### src/rtl/m68kadd_pkg.sv
// ----------------------------------------------------------------------------
// m68kadd_pkg
// Shared types and constants for the ADD execute block: size codes, masks,
// cycle costs and the result bundle passed from the ALU to the top level.
// ----------------------------------------------------------------------------
package m68kadd_pkg;

   // Register file geometry
   localparam int unsigned REG_COUNT = 8;
   localparam int unsigned REG_BITS  = 3;
   localparam int unsigned DATA_BITS = 32;

   // Operand masks per size
   localparam logic [31:0] BYTE_MASK = 32'h0000_00FF;
   localparam logic [31:0] WORD_MASK = 32'h0000_FFFF;
   localparam logic [31:0] LONG_MASK = 32'hFFFF_FFFF;

   // Base cycle costs
   localparam logic [7:0] CYC_SHORT_REG  = 8'd4;
   localparam logic [7:0] CYC_SHORT_MEM  = 8'd8;
   localparam logic [7:0] CYC_LONG_MEM   = 8'd12;
   localparam logic [7:0] CYC_LONG_DIRECT = 8'd8;
   localparam logic [7:0] CYC_LONG_OTHER = 8'd6;
   localparam logic [7:0] CYC_NO_OP      = 8'd1;
   localparam logic [7:0] CYC_MAX        = 8'd255;

   // EA modes that matter for the long form
   localparam logic [2:0] EA_MODE_DREG  = 3'd0;
   localparam logic [2:0] EA_MODE_AREG  = 3'd1;
   localparam logic [2:0] EA_MODE_OTHER = 3'd7;
   localparam logic [2:0] EA_REG_IMM    = 3'd4;

   // Size field of the opword
   typedef enum logic [1:0] {
      SIZE_BYTE = 2'd0,
      SIZE_WORD = 2'd1,
      SIZE_LONG = 2'd2,
      SIZE_NONE = 2'd3
   } size_type;

   // Item kind carried in tuser
   typedef enum logic {
      KIND_EXEC = 1'b0,
      KIND_LOAD = 1'b1
   } kind_type;

   // Result of one ADD, ALU to top level
   typedef struct packed {
      logic [31:0] sum;
      logic        to_ea;
      logic [4:0]  ccr;
      logic [7:0]  cycles;
      logic        performed;
      logic        reg_write;
      logic [31:0] reg_wdata;
   } alu_result_type;

endpackage

### src/rtl/m68kadd_alu.sv
// ----------------------------------------------------------------------------
// m68kadd_alu
// Opword decode, sized add with condition codes, cycle cost and register
// write-back value. Purely combinational; sits between the operand read
// register and the result register.
// ----------------------------------------------------------------------------
module m68kadd_alu (
   input  logic [15:0]                 op_word,
   input  logic [31:0]                 reg_operand,  // full data register
   input  logic [31:0]                 ea_operand,
   input  logic [7:0]                  ea_cycles,
   output m68kadd_pkg::alu_result_type result
);

   m68kadd_pkg::size_type size;
   logic        dir;
   logic [2:0]  ea_mode;
   logic [2:0]  ea_reg;
   logic [31:0] mask;
   logic [31:0] msb_mask;
   logic [31:0] opa;
   logic [31:0] opb;
   logic [32:0] sum_wide;
   logic [31:0] sum_r;
   logic        carry;
   logic        ovf;
   logic        neg;
   logic        zero;
   logic [7:0]  base;
   logic [8:0]  cyc_total;

   assign size    = m68kadd_pkg::size_type'(op_word[7:6]);
   assign dir     = op_word[8];
   assign ea_mode = op_word[5:3];
   assign ea_reg  = op_word[2:0];

   // Size dependent masks and sign-bit tap
   always_comb begin
      mask     = m68kadd_pkg::LONG_MASK;
      msb_mask = 32'h8000_0000;
      case (size)
         m68kadd_pkg::SIZE_BYTE: begin
            mask     = m68kadd_pkg::BYTE_MASK;
            msb_mask = 32'h0000_0080;
         end
         m68kadd_pkg::SIZE_WORD: begin
            mask     = m68kadd_pkg::WORD_MASK;
            msb_mask = 32'h0000_8000;
         end
         default: begin
            mask     = m68kadd_pkg::LONG_MASK;
            msb_mask = 32'h8000_0000;
         end
      endcase
   end

   // Sized add and flags
   assign opa      = reg_operand & mask;
   assign opb      = ea_operand & mask;
   assign sum_wide = {1'b0, opa} + {1'b0, opb};
   assign sum_r    = sum_wide[31:0] & mask;

   always_comb begin
      case (size)
         m68kadd_pkg::SIZE_BYTE: carry = sum_wide[8];
         m68kadd_pkg::SIZE_WORD: carry = sum_wide[16];
         default:                carry = sum_wide[32];
      endcase
   end

   assign ovf  = |((opa ^ sum_r) & (opb ^ sum_r) & msb_mask);
   assign neg  = |(sum_r & msb_mask);
   assign zero = (sum_r == 32'd0);

   // Base cycle cost
   always_comb begin
      if (size == m68kadd_pkg::SIZE_LONG) begin
         if (dir)
            base = m68kadd_pkg::CYC_LONG_MEM;
         else if (ea_mode == m68kadd_pkg::EA_MODE_DREG ||
                  ea_mode == m68kadd_pkg::EA_MODE_AREG ||
                  (ea_mode == m68kadd_pkg::EA_MODE_OTHER &&
                   ea_reg == m68kadd_pkg::EA_REG_IMM))
            base = m68kadd_pkg::CYC_LONG_DIRECT;
         else
            base = m68kadd_pkg::CYC_LONG_OTHER;
      end else begin
         base = dir ? m68kadd_pkg::CYC_SHORT_MEM : m68kadd_pkg::CYC_SHORT_REG;
      end
   end

   assign cyc_total = {1'b0, base} + {1'b0, ea_cycles};

   // Result bundle; size code 3 is a no-op costing one cycle
   always_comb begin
      result = '0;
      if (size == m68kadd_pkg::SIZE_NONE) begin
         result.cycles = m68kadd_pkg::CYC_NO_OP;
      end else begin
         result.sum       = sum_r;
         result.to_ea     = dir;
         result.ccr       = {carry, neg, zero, ovf, carry};
         result.cycles    = cyc_total[8] ? m68kadd_pkg::CYC_MAX : cyc_total[7:0];
         result.performed = 1'b1;
         result.reg_write = ~dir;
         result.reg_wdata = (reg_operand & ~mask) | sum_r;
      end
   end

endmodule

### src/rtl/m68kadd_execute_top.sv
// ----------------------------------------------------------------------------
// m68k_add_execute_top
// Executes 68000 ADD opwords against an eight-entry data register file held
// in a synchronous RAM, or presets a register in load mode.
// ----------------------------------------------------------------------------
//  Channel | Ports  | tuser          | tdata (low bit first)
//  --------+--------+----------------+----------------------------------------
//  request | req_*  | mode           | op_word, ea_operand, ea_cycles,
//          |        |                | load_index, load_value, zero pad
//  result  | rsp_*  | op_performed   | sum_value, sum_to_ea, ccr_flags,
//          |        |                | cycle_count, zero pad
//
//  One word per cycle unless the result stalls. Accepting a request reads
//  the register file RAM; the execute stage then adds and writes back.
//  Back-to-back hits on the same register are forwarded around the RAM.
//  Synchronous reset clears all per-entry valid bits; unwritten entries read 0.
//  A stalled result holds the execute stage, which holds the request side.
// ----------------------------------------------------------------------------
module m68k_add_execute_top (
   input  logic        clock,
   input  logic        reset,
   input  logic        req_tvalid,
   output logic        req_tready,
   input  logic [95:0] req_tdata,  // op_word, ea_operand, ea_cycles, load_index,
                                   // load_value, pad
   input  logic        req_tuser,  // mode
   output logic        rsp_tvalid,
   input  logic        rsp_tready,
   output logic [47:0] rsp_tdata,  // sum_value, sum_to_ea, ccr_flags,
                                   // cycle_count, pad
   output logic        rsp_tuser   // op_performed
);

   localparam int unsigned NREG = m68kadd_pkg::REG_COUNT;
   localparam int unsigned RB   = m68kadd_pkg::REG_BITS;
   localparam int unsigned DB   = m68kadd_pkg::DATA_BITS;

   // Register file RAM
   logic [DB-1:0]   regfile [NREG];
   logic [NREG-1:0] valid_ff, valid_in;

   // Execute stage
   logic                  s1_valid_ff, s1_valid_in;
   m68kadd_pkg::kind_type s1_kind_ff;
   logic [15:0]           s1_op_ff;
   logic [31:0]           s1_ea_ff;
   logic [7:0]            s1_cyc_ff;
   logic [RB-1:0]         s1_lidx_ff;
   logic [31:0]           s1_lval_ff;
   logic [DB-1:0]         rd_data_ff;
   logic                  rd_valid_ff;
   logic                  fwd_ff;
   logic [DB-1:0]         fwd_data_ff;

   // Result register
   logic        rsp_valid_ff, rsp_valid_in;
   logic [47:0] rsp_data_ff;
   logic        rsp_user_ff;

   logic                       req_fire;
   logic                       s1_advance;
   logic [RB-1:0]              rd_addr;
   logic [DB-1:0]              reg_operand;
   m68kadd_pkg::alu_result_type alu_res;
   logic                       wr_en;
   logic [RB-1:0]              wr_addr;
   logic [DB-1:0]              wr_data;
   logic [47:0]                rsp_data_in;
   logic                       rsp_user_in;

   // Handshake and stage control
   assign s1_advance = s1_valid_ff && (!rsp_valid_ff || rsp_tready);
   assign req_tready = !s1_valid_ff || s1_advance;
   assign req_fire   = req_tvalid && req_tready;
   assign rd_addr    = req_tdata[11:9];

   // Operand: forwarded write, RAM data, or reset value
   assign reg_operand = fwd_ff ? fwd_data_ff : (rd_valid_ff ? rd_data_ff : '0);

   m68kadd_alu u_alu (
      .op_word     (s1_op_ff),
      .reg_operand (reg_operand),
      .ea_operand  (s1_ea_ff),
      .ea_cycles   (s1_cyc_ff),
      .result      (alu_res)
   );

   // Write-back select
   always_comb begin
      wr_en   = 1'b0;
      wr_addr = s1_op_ff[11:9];
      wr_data = alu_res.reg_wdata;
      rsp_data_in = '0;
      rsp_user_in = 1'b0;
      case (s1_kind_ff)
         m68kadd_pkg::KIND_LOAD: begin
            wr_en   = s1_advance;
            wr_addr = s1_lidx_ff;
            wr_data = s1_lval_ff;
         end
         default: begin
            wr_en       = s1_advance && alu_res.reg_write;
            rsp_data_in = {2'b00, alu_res.cycles, alu_res.ccr, alu_res.to_ea, alu_res.sum};
            rsp_user_in = alu_res.performed;
         end
      endcase
   end

   always_comb begin
      valid_in = valid_ff;
      if (wr_en)
         valid_in[wr_addr] = 1'b1;
   end

   assign s1_valid_in  = req_fire ? 1'b1 : (s1_advance ? 1'b0 : s1_valid_ff);
   assign rsp_valid_in = s1_advance ? 1'b1 : (rsp_tready ? 1'b0 : rsp_valid_ff);

   // RAM write and registered read
   always_ff @(posedge clock) begin
      if (wr_en)
         regfile[wr_addr] <= wr_data;
      if (req_fire)
         rd_data_ff <= regfile[rd_addr];
   end

   // Execute stage payload and forwarding capture
   always_ff @(posedge clock) begin
      if (req_fire) begin
         s1_kind_ff  <= m68kadd_pkg::kind_type'(req_tuser);
         s1_op_ff    <= req_tdata[15:0];
         s1_ea_ff    <= req_tdata[47:16];
         s1_cyc_ff   <= req_tdata[55:48];
         s1_lidx_ff  <= req_tdata[58:56];
         s1_lval_ff  <= req_tdata[90:59];
         rd_valid_ff <= valid_ff[rd_addr];
         fwd_ff      <= wr_en && (wr_addr == rd_addr);
         fwd_data_ff <= wr_data;
      end
      if (s1_advance) begin
         rsp_data_ff <= rsp_data_in;
         rsp_user_ff <= rsp_user_in;
      end
   end

   // Control state
   always_ff @(posedge clock) begin
      if (reset) begin
         valid_ff     <= '0;
         s1_valid_ff  <= 1'b0;
         rsp_valid_ff <= 1'b0;
      end else begin
         valid_ff     <= valid_in;
         s1_valid_ff  <= s1_valid_in;
         rsp_valid_ff <= rsp_valid_in;
      end
   end

   assign rsp_tvalid = rsp_valid_ff;
   assign rsp_tdata  = rsp_data_ff;
   assign rsp_tuser  = rsp_user_ff;

   // Checks
   a_write_needs_stage: assert property (@(posedge clock) disable iff (reset)
      wr_en |-> s1_valid_ff)
      else $error("register write without an item in execute");

   a_no_op_zero: assert property (@(posedge clock) disable iff (reset)
      (rsp_tvalid && !rsp_tuser) |-> (rsp_tdata[37:0] == 38'd0))
      else $error("non-ADD result carries sum or flags");

   a_x_equals_c: assert property (@(posedge clock) disable iff (reset)
      rsp_tvalid |-> (rsp_tdata[37] == rsp_tdata[33]))
      else $error("X flag differs from C");

   a_add_min_cycles: assert property (@(posedge clock) disable iff (reset)
      (rsp_tvalid && rsp_tuser) |-> (rsp_tdata[45:38] >= m68kadd_pkg::CYC_LONG_OTHER ||
                                     rsp_tdata[45:38] == m68kadd_pkg::CYC_SHORT_REG ||
                                     rsp_tdata[45:38] == 8'd5))
      else $error("ADD reported fewer than four cycles");

   a_stall_holds_stage: assert property (@(posedge clock) disable iff (reset)
      (s1_valid_ff && !s1_advance) |=> s1_valid_ff)
      else $error("execute stage dropped a stalled item");

endmodule
### config.mk
export PLATFORM = sky130hd
export DESIGN_NAME = m68k_add_execute_top
export DESIGN_NICKNAME = d
export VERILOG_FILES = /design/src/rtl/m68kadd_pkg.sv /design/src/rtl/m68kadd_alu.sv /design/src/rtl/m68kadd_execute_top.sv
export SDC_FILE = /design/constraint.sdc
export NUM_CORES = 1
export LEC_CHECK = 0
export BUFFER_PORTS_ARGS = -buffer_cell sky130_fd_sc_hd__buf_2
export CAP_MARGIN = 10
export CORE_AREA = 2 2 212 214
export CTS_BUF_LIST = sky130_fd_sc_hd__clkbuf_2 sky130_fd_sc_hd__clkbuf_4 sky130_fd_sc_hd__clkbuf_8
export DETAILED_ROUTE_END_ITERATION = 10
export DIE_AREA = 0 0 214 216
export PLACE_DENSITY = 0.69
export SYNTH_ARGS = -nofsm -noshare
export SYNTH_HDL_FRONTEND = slang
export SYNTH_SLANG_ARGS = --single-unit
### constraint.sdc
create_clock -name clock -period 7.9 [get_ports clock]
set_clock_uncertainty 0.15 [all_clocks]
set_input_delay 1.58 -clock clock [delete_from_list [all_inputs] [get_ports clock]]
set_output_delay 1.58 -clock clock [all_outputs]
set_load 0.01 [all_outputs]
## Yosys cells after proc, flatten, opt, wreduce, memory -nomap -nowiden

Memory sizes are Yosys's and may differ from the RTL's. A register that Yosys moved wholly into a read port is not among the register bits.
Cells that the tools add are included.

| word-level totals | value |
|---|---|
| register bits | 181 |
| memories | 1 |
| bits in writable memories | 256 |
| output and inout port bits | 51 |

Memories:

| name | words | bits a word | read ports | clocked after memory_dff | wr ports | RTL line | RTL |
|---|---|---|---|---|---|---|---|
| regfile | 8 | 32 | 1 | 1 | 1 | m68kadd_execute_top.sv:39 | `logic [DB-1:0] regfile [NREG];` |

| cells by class | value |
|---|---|
| eq/ne operators | 7 |
| add/sub/neg operators | 2 |
| reductions and logical operators | 20 |
| mux-type cells | 25 |
| $lt $le $gt $ge | 3 |
| bitwise operators | 13 |

Operators by type and width:

| operator | number |
|---|---|
| 32-bit AND | 7 |
| 32-bit case mux with 2 select lines | 2 |
| 32-bit 2-to-1 mux | 3 |
| 32-bit OR reduction | 2 |
| 32-bit bitwise XOR | 2 |
| 34-bit 2-to-1 mux | 1 |
| 32-bit by 32-bit adder with 33-bit output | 1 |
| 32-bit zero test | 1 |
| 32-bit NOT | 1 |
| 32-bit bitwise OR | 1 |
| 8-bit 2-to-1 mux | 2 |
| 4-bit 2-to-1 mux | 3 |
| 1-bit 2-to-1 mux | 10 |
| 8-bit by 8-bit adder with 9-bit output | 1 |
| 3-bit by 4-bit < comparator with 1-bit output (second input constant) | 2 |
| 8-bit bitwise OR | 1 |
| 3-bit == test (second input constant) | 2 |
| 1-bit logical AND | 6 |
| 2-bit == test (second input constant) | 2 |
| 1-bit logical OR | 4 |
| 2-bit nonzero test | 2 |
| 1-bit binary-select mux with 3-bit select | 1 |
| 1-bit demux with 3-bit select | 1 |
| 3-bit by 1-bit == test with 1-bit output (second input constant) | 1 |
| 10 further kinds | 11 |

## Depth between registers and ports, before layout

| depth | value |
|---|---|
| word-level depth | 11 |
| mapped depth | 18 |
| gate-level depth less buffers | 14 |

## By module

A second synthesis with hierarchy kept.

| unflattened totals | value |
|---|---|
| cell total of the unflattened synthesis | 1,280 |
| area total of the unflattened synthesis | 20,817.5 um^2 |

By module, submodules not included:

| module | area an instance (um^2) | sequential area each (um^2) | times used | cells each |
|---|---|---|---|---|
| m68k_add_execute_top | 17,584.4 | 14,043.5 | 1 | 783 |
| m68kadd_alu | 3,233.1 | 0.0 | 1 | 497 |

## Least setup slack after synthesis

No wires, ideal clock.

| timing | value |
|---|---|
| path type | input-to-reg |
| from | in rsp_tready |
| to | mem regfile[0][0] (netlist bit) (enable) |
| path buffers | 0 |
| arrival time | 5.774 ns |
| stages on the path | 4 |
| setup time | 0.423 ns |
| required time | 7.327 ns |
| path slack | 1.554 ns |
| cell sequence | nor2b_1 > nor2b_1 > nand2_1 > nor2_1 |

| on the way | value |
|---|---|
| word-level cells in the longest chain between the ends | 6 |

Ends and longest elaborated chain:

| item | RTL line | RTL |
|---|---|---|
| start, declared | m68kadd_execute_top.sv:28 | `input logic rsp_tready,` |
| 1-bit logical OR (*) | m68kadd_execute_top.sv:72 | `assign s1_advance = s1_valid_ff && (!rsp_valid_ff \|\| rsp_tready);` |
| 1-bit logical AND (*) | m68kadd_execute_top.sv:72 |  |
| 1-bit logical AND | m68kadd_execute_top.sv:102 | `wr_en = s1_advance && alu_res.reg_write;` |
| 1-bit 2-to-1 mux (*) | m68kadd_execute_top.sv:95 | `case (s1_kind_ff)` |
| 1-bit 2-to-1 mux (*) | m68kadd_execute_top.sv:120 | `if (wr_en)` |
| 1-bit 2-to-1 mux (not written as such) (*) | m68kadd_execute_top.sv:121 | `regfile[wr_addr] <= wr_data;` |
| end, declared | m68kadd_execute_top.sv:39 |  |

Every way passes the cells marked *; elsewhere a longest branch is shown, timed or not.

## Worst setup path after layout

| timing | value |
|---|---|
| from | reg fwd_ff |
| to | reg rsp_data_ff[35] (netlist: rsp_tdata[35]) (data pin) |

| on the way | value |
|---|---|
| word-level cells in the longest chain between the ends | 5 |

Ends and longest elaborated chain:

| item | RTL line | RTL |
|---|---|---|
| start, declared | m68kadd_execute_top.sv:52 | `logic fwd_ff;` |
| start signal, assigned | m68kadd_execute_top.sv:136 | `fwd_ff <= wr_en && (wr_addr == rd_addr);` |
| 32-bit 2-to-1 mux | m68kadd_execute_top.sv:78 | `assign reg_operand = fwd_ff ? fwd_data_ff : (rd_valid_ff ? rd_data_ff : '0);` |
| 32-bit AND | m68kadd_alu.sv:58 | `assign opa = reg_operand & mask;` |
| 32-bit by 32-bit adder with 33-bit output | m68kadd_alu.sv:60 | `assign sum_wide = {1'b0, opa} + {1'b0, opb};` |
| 32-bit AND | m68kadd_alu.sv:61 | `assign sum_r = sum_wide[31:0] & mask;` |
| 32-bit zero test | m68kadd_alu.sv:73 | `assign zero = (sum_r == 32'd0);` |
| end signal, assigned | m68kadd_execute_top.sv:140 | `rsp_data_ff <= rsp_data_in;` |
| end, declared | m68kadd_execute_top.sv:57 | `logic [47:0] rsp_data_ff;` |

Every way passes these cells.
A chain may end at the register's enable or synchronous reset.

==> metrics <==
final worst slack around 2.5 ns; die height roughly 220 um; pwr dens between 200 and 250 nW/um2; Metal-1 WL 19730 um; CP dominant cell by count or4b_1; Main synth FF type edfxtp_1; buffers plus inverters on the worst setup path 2; Setup TNS 0 ns; Ports roughly 150; CP delay by family, top simple AND/OR/NAND/NOR gates; final wirelength about 45000 um; FP Rows 77; vias in the first global route 11650; PortBufs 140; R2R setup slack 2.52 ns; Max Freq between 0.15 and 0.2 GHz; Synth top cells by count 456 x edfxtp_1, 97 x nor2_1, 66 x mux4_2; Root Buffer clkbuf_8; drt via density 5.520; critical path fanouts, max 31; top-count cell post-synth edfxtp_1; GRT overflow 0; Post-Syn Area slightly below 20000 um2; Hold Path Class register to register; CTS Buffer Depth 3; nets 1516; Final Critical Period 5.384 ns; top sig layer met4; clk_lat worst skew 0.61 ns; GP Congestion between 0.8 and 0.9; DR pass1 iterations 5; Cell variety after synth 65; leakage power about 8.0 nW; CP Class register to register; total of fill cells in the finished design ~3600; metal2 WL roughly 22000 um; Async S/R FF share, synth 0%; Max VDD drop roughly 0.10 mV; synth top area cells edfxtp_1 70%, mux4_2 7.6%, ha_1 2.2%; final setup fails 0; CTS clock-pin slew for the worst setup and hold paths roughly 0.06 ns; Post CTS Setup Buffer Count 0; crit-path cells nor2b_2, buf_4, a22o_1, ha_1, inv_1, fa_1, o21ai_1, a221o_1, a21oi_2, xor2_1, nand3b_1, or4b_1, or4_1, or4b_1, a21oi_1; Total GRT Usage 19.68%; Mapped Cells about 1200; Ys Warns 0; Starting Density 44.78%; CP endpoint kind register; Post-synth EDFFs approximately 460; Tightest Pin Transition about 1.1 ns; worst slack, placed between 2 and 3 ns; top cell type's share of synthesized area a little over two thirds; critical path's slowest cell edfxtp_1; startpoint class of the critical path register; DR WL met3 2789 um; Yosys reg bits 466; total CTS buffers 76; Vias 11200; post-CTS sizing 0; initial antenna violation count 3; Tcrit/Tclk final 68.16%; Die Area ~46000 um2; Core Area 43840 um2; TritonCTS clock tree done; Die X-Extent between 200 and 250 um; max-slew violations 0; # DRC 0; Crit path largest cell delay between 0.6 and 0.7 ns; layout cells sized above 1 approximately 28%; sequential area share after synthesis between 70% and 80%; Post-CTS Hold Buffers 0; CTS H-tree lvls 3; Detail Route Antenna Nets 0; status completed; pin count of the biggest net entering global routing slightly below 70; Syn-to-layout area delta 14.65%; clock tree sinks around 470; RSZ-0062 raised after global routing false; cell taking the most area after synthesis edfxtp_1; first-pass GRT wire length about 69000 um; Slew headroom about 25%; critical path required time just over 8 ns; routed len/inst 22.21 um; Synth Area per Inst ~16 um2; Final Hold Violating Endpoints 0; crit path DAT between 5 and 6 ns; Max-Cap Viols 0; Post-DP HPWL 29570 um; initial DRC count 929
==> cell families after synthesis <==
| family | count (synthesis) | synth area share [%] |
|---|---|---|
| and+or+nand+nor | 287 | 7.196 |
| muxes | 103 | 9.669 |
| DFF | 466 | 70.77 |
| other | 1 | 0.01910 |
| xor gates and xnor gates | 33 | 1.472 |
| adders and majority gates | 37 | 2.435 |
| buffers and inverters | 77 | 1.530 |
| AOI/OAI and AO/OA | 193 | 6.909 |
==> worst min-delay path, cell delays in order, from the launching register on <==
cell,delay [ns]
dfxtp_1,0.32
nor2_1,0.04
nor2_1,0.07
==> stage by stage <==
step | hold WS [ns] | cell area [um2] | instances | power, mW | util (%)
after floorplan | 0.2848 | 19640 | 1198 | 3.245 | -
after global placement | 0.2945 | 21030 | 1892 | 3.410 | 47.97
after detailed placement | 0.3052 | 21030 | 1892 | 3.422 | 47.97
after CTS | 0.3173 | 22500 | 2025 | 5.436 | 51.33
after global routing | 0.3542 | 22500 | 2026 | 5.599 | 51.33
final | 0.3148 | 22510 | 2028 | 5.390 | 51.34
==> path summary, 6_finish.rpt <==
kind	start	end	cells past startpoint
worst max-delay path	fwd_ff	rsp_tdata[35]	15
worst min-delay path	valid_ff[6]	valid_ff[6]	2
worst max register to register	fwd_ff	rsp_tdata[35]	15
worst min register to register	valid_ff[6]	valid_ff[6]	2
==> flip-flops by register name, indices dropped and copies added (netlist names), 3 cells and up <==
signal,count
regfile,256
rsp_tdata,45
fwd_data_ff,32
rd_data_ff,32
s1_ea_ff,32
s1_lval_ff,32
s1_op_ff,12
s1_cyc_ff,8
valid_ff,8
s1_lidx_ff,3
==> cell usage in the layout, fill, tap and decap left out, drive strengths merged, types with 20 or more instances in the layout <==
master	synthesis	final
inv	19	22
clkinv	1	29
a21o	22	22
edfxtp	456	456
clkbuf	50	100
nor2b	36	36
a22oi	23	23
nor2	97	97
buf	7	159
ha	35	35
mux2	33	33
a21oi	43	43
nand2	59	59
o21ai	23	23
and2	28	28
xnor2	20	20
mux4	66	66
==> final cells by class <==
class / count / area, um2 / share of cell area, %
clock buffers: 100 / 1276 / 5.670
inverters: 20 / 75.07 / 0.3336
well taps: 592 / 740.7 / 3.291
diodes: 3 / 7.507 / 0.03336
flip-flops and latches: 466 / 13890 / 61.73
repair buffers: 159 / 845.8 / 3.758
clock inverters: 33 / 193.9 / 0.8617
multi-input cells: 655 / 5474 / 24.32
==> metal layers <==
metal | GRT usage (%) | up-vias
li1 | - | 5091
met1 | 27.02 | 5673
met2 | 31.99 | 361
met3 | 3.608 | 70
met4 | 6.317 | 0
met5 | 0 | -
==> power breakdown <==
group / internal (mW) / switching, mW / total [mW]
combinational: 0.177 / 0.318 / 0.495
sequential: 2.85 / 0.0306 / 2.88
clock: 1.09 / 0.926 / 2.02
total: 4.12 / 1.27 / 5.39
(Power assumes the default switching activity.)
